--- config.mk ---
export PLATFORM = sky130hd
export DESIGN_NAME = thlk_out_queue
export DESIGN_NICKNAME = d
export VERILOG_FILES = /design/src/hw/rtl/thlk_pkg.sv /design/src/hw/rtl/thlk_out_queue.sv
export SDC_FILE = /design/constraint.sdc
export NUM_CORES = 1
export LEC_CHECK = 0
export ABC_AREA = 1
export BUFFER_PORTS_ARGS = -buffer_cell sky130_fd_sc_hd__buf_2
export CAP_MARGIN = 30
export CELL_PAD_IN_SITES_DETAIL_PLACEMENT = 1
export CELL_PAD_IN_SITES_GLOBAL_PLACEMENT = 2
export CORE_MARGIN = 2
export CORE_UTILIZATION = 25
export CTS_CLUSTER_DIAMETER = 200
export DETAILED_ROUTE_END_ITERATION = 8
export GPL_ROUTABILITY_DRIVEN = 0
export PLACE_DENSITY = 0.77
export SLEW_MARGIN = 20
export SYNTH_ARGS = -nofsm -noshare
export SYNTH_HDL_FRONTEND = slang
export SYNTH_SLANG_ARGS = --single-unit
--- constraint.sdc ---
create_clock -name clk -period 1.9 [get_ports clk]
set_clock_uncertainty 0.1 [all_clocks]
set_input_delay 0.285 -clock clk [delete_from_list [all_inputs] [get_ports clk]]
set_output_delay 0.285 -clock clk [all_outputs]
set_load 0.02 [all_outputs]
--- src/hw/rtl/thlk_pkg.sv ---
package thlk_pkg;

  // Number of key codes that the map and the held bits cover.
  localparam int KEY_CODES = 256;
  localparam int KEY_W     = 8;
  localparam int KEY_IDX_W = (KEY_CODES > 1) ? $clog2(KEY_CODES) : 1;

  localparam logic [KEY_W-1:0] ACT_KEY_RESET = 8'd32;
  localparam logic [7:0]       FLAG_KEYUP    = 8'h02;
  localparam logic [1:0]       LEVEL_MAX     = 2'd2;
  localparam logic [1:0]       LEVEL_TAP     = 2'd1;

  typedef enum logic [1:0] {
    FUNC_DOWN  = 2'd0,
    FUNC_UP    = 2'd1,
    FUNC_WRITE = 2'd2,
    FUNC_NONE  = 2'd3
  } func_t;

  typedef enum logic [1:0] {
    ACT_PASS    = 2'd0,
    ACT_SWALLOW = 2'd1,
    ACT_EMIT    = 2'd2
  } act_t;

  typedef struct packed {
    func_t            func;
    logic [KEY_W-1:0] key;
    logic             injected;
    logic [7:0]       target;
    logic [7:0]       flags;
  } item_t;

  typedef struct packed {
    logic [7:0] flags;
    logic [7:0] target;
  } entry_t;

  typedef struct packed {
    act_t       action;
    logic [7:0] key;
    logic [7:0] flags;
    logic       last;
  } result_t;

  typedef struct packed {
    logic [1:0] count;
    result_t    r0;
    result_t    r1;
  } decision_t;

endpackage

--- src/hw/rtl/thlk_out_queue.sv ---
module thlk_out_queue import thlk_pkg::*; (
  input  logic      clk,
  input  logic      rst,
  input  logic      load,
  input  decision_t dec,
  input  logic      m_tready,
  output logic      m_tvalid,
  output result_t   res,
  output logic      can_take
);

  logic    ov;
  logic    pv;
  result_t pend;
  logic    out_free;

  assign out_free = !ov || m_tready;
  assign can_take = out_free && !pv;
  assign m_tvalid = ov;

  always_ff @(posedge clk) begin
    if (rst) begin
      ov <= 1'b0;
      pv <= 1'b0;
    end else if (out_free) begin
      if (pv) begin
        res <= pend;
        ov  <= 1'b1;
        pv  <= 1'b0;
      end else if (load && dec.count != 2'd0) begin
        res <= dec.r0;
        ov  <= 1'b1;
        if (dec.count == 2'd2) begin
          pend <= dec.r1;
          pv   <= 1'b1;
        end
      end else begin
        ov <= 1'b0;
      end
    end
  end

endmodule

==> impl_summary.log <==
INFO  metric max_slew.worst_pin.slew = 253 ps
INFO  metric proportion_of_synthesized_area_in_mux_cells = 0
INFO  metric hold_path_class = primary input to register
INFO  metric maxClockFrequency = ~700 MHz
INFO  metric power-per-cell-area = about 860 mW/mm²
INFO  metric timing.final.setup_violations = 0
INFO  metric synth_fp_nets = 167
INFO  metric most-common-layout-cells = 64 x nand2_1, 64 x buf_2, 38 x edfxtp_1
INFO  metric synthXorXnorAreaFrac = 0
INFO  metric hold-worst-slack = just over 60 ps
INFO  metric design.final.nets = 238
INFO  metric cts_setup_buffers = 0
INFO  metric p_leak = a little over 0.9 nW
INFO  metric slew_headroom = 0.831
INFO  metric diodes = 0
INFO  metric synth_warnings = 0
INFO  metric maximum_number_of_pins_on_one_net_before_global_route_repair = 20
INFO  metric grt_use_total = 0.104
INFO  metric total_half_perimeter_wirelength_after_legalization_and_detailed_placement = roughly 2.5 mm
INFO  metric num-fill-cells = between 700 and 800
INFO  metric drive_above_1_share = 0.390
INFO  metric yosys.area.top_type = edfxtp_1
INFO  metric synth_compound_gate_area_share = 0
INFO  metric cts.root.buffer_cell = clkbuf_8
INFO  metric clk_pin_slew_worst_paths = about 70 ps
INFO  metric synth_top_family_by_area = simple AND/OR/NAND/NOR gates
INFO  metric stdcell_area = slightly above 0.002 mm²
INFO  metric cts_made_buffers = 5
INFO  metric die_width = 81.8 µm
INFO  metric maxCapViolations = 0
INFO  metric finalMaxSlewViolations = 0
INFO  metric postCtsHoldBufs = 0
INFO  metric initial_core_util = 0.257
INFO  metric grt_antenna_before_repair = 0
INFO  metric final_antenna_net_count = 0
INFO  metric hold_depth = 2
INFO  metric rsz0062_at_grt = no
INFO  metric critical_path.n_buffers_inverters = 3
INFO  metric wire_length_of_the_first_global_routing_pass = around 5.0 mm
INFO  metric drc = 0
INFO  metric clock_insertion_delay_worst_skew = between 200 and 300 ps
INFO  metric firstDrtPassIters = 4
INFO  metric cts.sink_count = 40
INFO  metric fin_util = 0.343
INFO  metric synth_top_cells_by_area = edfxtp_1 75%, nand2_1 16%, dfxtp_1 2.6%
INFO  metric synth.yosys.seq_area_share = 0.781
INFO  metric fin_crit = about 1400 ps
INFO  metric setup.worst_path.start_class = register
INFO  metric reg2reg_slack = ~570 ps
INFO  metric avgSynthCellArea = between 10 and 15 µm²
INFO  metric design.core.area = ~0.0059 mm²
INFO  metric worst_ir_drop_vdd = ~230 µV
INFO  metric area_growth = 33.3%
INFO  metric hold_violations = 0
INFO  metric worst_case_reg_to_reg_path_depth = 6
INFO  metric tritoncts = done
INFO  metric netlist_area = roughly 0.0015 mm²
INFO  metric syn-instance-count = between 100 and 150
INFO  metric timing.rr.end = pend[16]
INFO  metric hold_path_end = m_tvalid
INFO  metric die_area = between 0.006 and 0.007 mm²
INFO  metric synthSimpleGateAreaFrac = 0.180
INFO  metric via_per_inst = 3.87
INFO  metric ctsResizeCount = 0
INFO  metric cp_slowest_cell = dfxtp_1
INFO  metric cp_top_delay_family = flip-flops
INFO  metric crit_path_start = pv
INFO  metric top_level_ports = 65
INFO  metric drt-initial-drc-count = 55
INFO  metric path_max_fanout = 4
INFO  metric arrival_time_reported_for_the_critical_path_endpoint = about 1000 ps
INFO  metric synth_adder_area_share = 0
INFO  metric routed-via-count = between 1000 and 1500
INFO  metric grt_remaining_overflow = 0
INFO  metric crit_type = register to output pin
INFO  metric synth_top_cell_area_share = 0.754
INFO  metric placed_cell_area = 0.00193 mm²
INFO  metric timing.critical_path.to_type = output pin
INFO  metric crit_chain = inv_2 -> nand2_1 -> inv_1 -> buf_2
INFO  metric placementRows = 28
INFO  metric wl_per_cell = around 12 µm
INFO  metric slowest_delay = roughly 400 ps
INFO  metric die_h = around 82 µm
INFO  metric yosys.cell_types.count = 9
INFO  metric run_status = completed
INFO  metric period_share = 0.739
INFO  metric worst_flop_to_flop_path_startpoint = m_tvalid
INFO  metric hold_path_startpoint = rst
INFO  metric worst_ep_required_time = roughly 1500 ps
INFO  metric totalWireLength = 3.25 mm
INFO  metric tns = 0 ps
INFO  metric htreeDepth = 2
INFO  metric io_buffers = 64
INFO  metric grt_pass1_vias = roughly 1100
INFO  metric clk_path_buf_depth = 2
INFO  metric synth.ff_latch_count = 40
[area by class of cell]
cell class	count	area [µm²]	area share
Inverter	7	26.3	0.0130
Sequential cell	40	1180	0.586
Tap cell	75	93.8	0.0465
Clock buffer	7	86.3	0.0428
Timing Repair Buffer	68	350	0.174
Clock inverter	1	3.75	0.00186
Multi-Input combinational cell	72	275	0.136
[state kept, by name (all words and copies together) (netlist names)]
name / flops
res: 19
pend: 19
pv: 1
m_tvalid: 1
[metrics by stage]
stage	cells	power [mW]	setup WS, ps
2_1_floorplan	123	1.11	249
3_5_place_dp	262	1.19	475
4_1_cts	270	1.76	475
3_3_place_gp	262	1.19	498
6_report	270	1.73	496
5_1_grt	270	1.81	402
[worst max-delay path by stage]
stage          slack (ps)        to  cells after the start
2_1_floorplan         250   pend[0]                      5
3_3_place_gp          500    res[9]                      6
3_5_place_dp          470   pend[9]                      7
4_1_cts               470  can_take                      4
5_1_grt               400  can_take                      4
6_report              500  can_take                      4
[report_power, final]
group | leakage, nW | internal, mW | switching (mW)
clock | 0.0459 | 0.291 | 0.273
sequential | 0.365 | 1.00 | 0.00777
combinational | 0.503 | 0.0642 | 0.0928
total | 0.914 | 1.36 | 0.373
[cell usage after synthesis (all sizes together)]
cell / number
edfxtp: 38
nand4: 1
nor2: 7
inv: 7
dfxtp: 2
buf: 4
nand2: 64
[logic make-up (layout without fill, tap and decap cells)]
logic type | after synthesis | after routing
buffers and inverters | 11 | 83
flip-flops | 40 | 40
AND/OR/NAND/NOR | 72 | 72
[metal layers]
layer	GRT usage	part of all wire	vias to the layer above
met5	0	0	-
met4	0.0667	0.027	0
met3	0.0330	0.068	7
met2	0.167	0.50	35
met1	0.119	0.41	463
li1	-	-	540
Note: power is estimated with default switching activity, not from simulation.
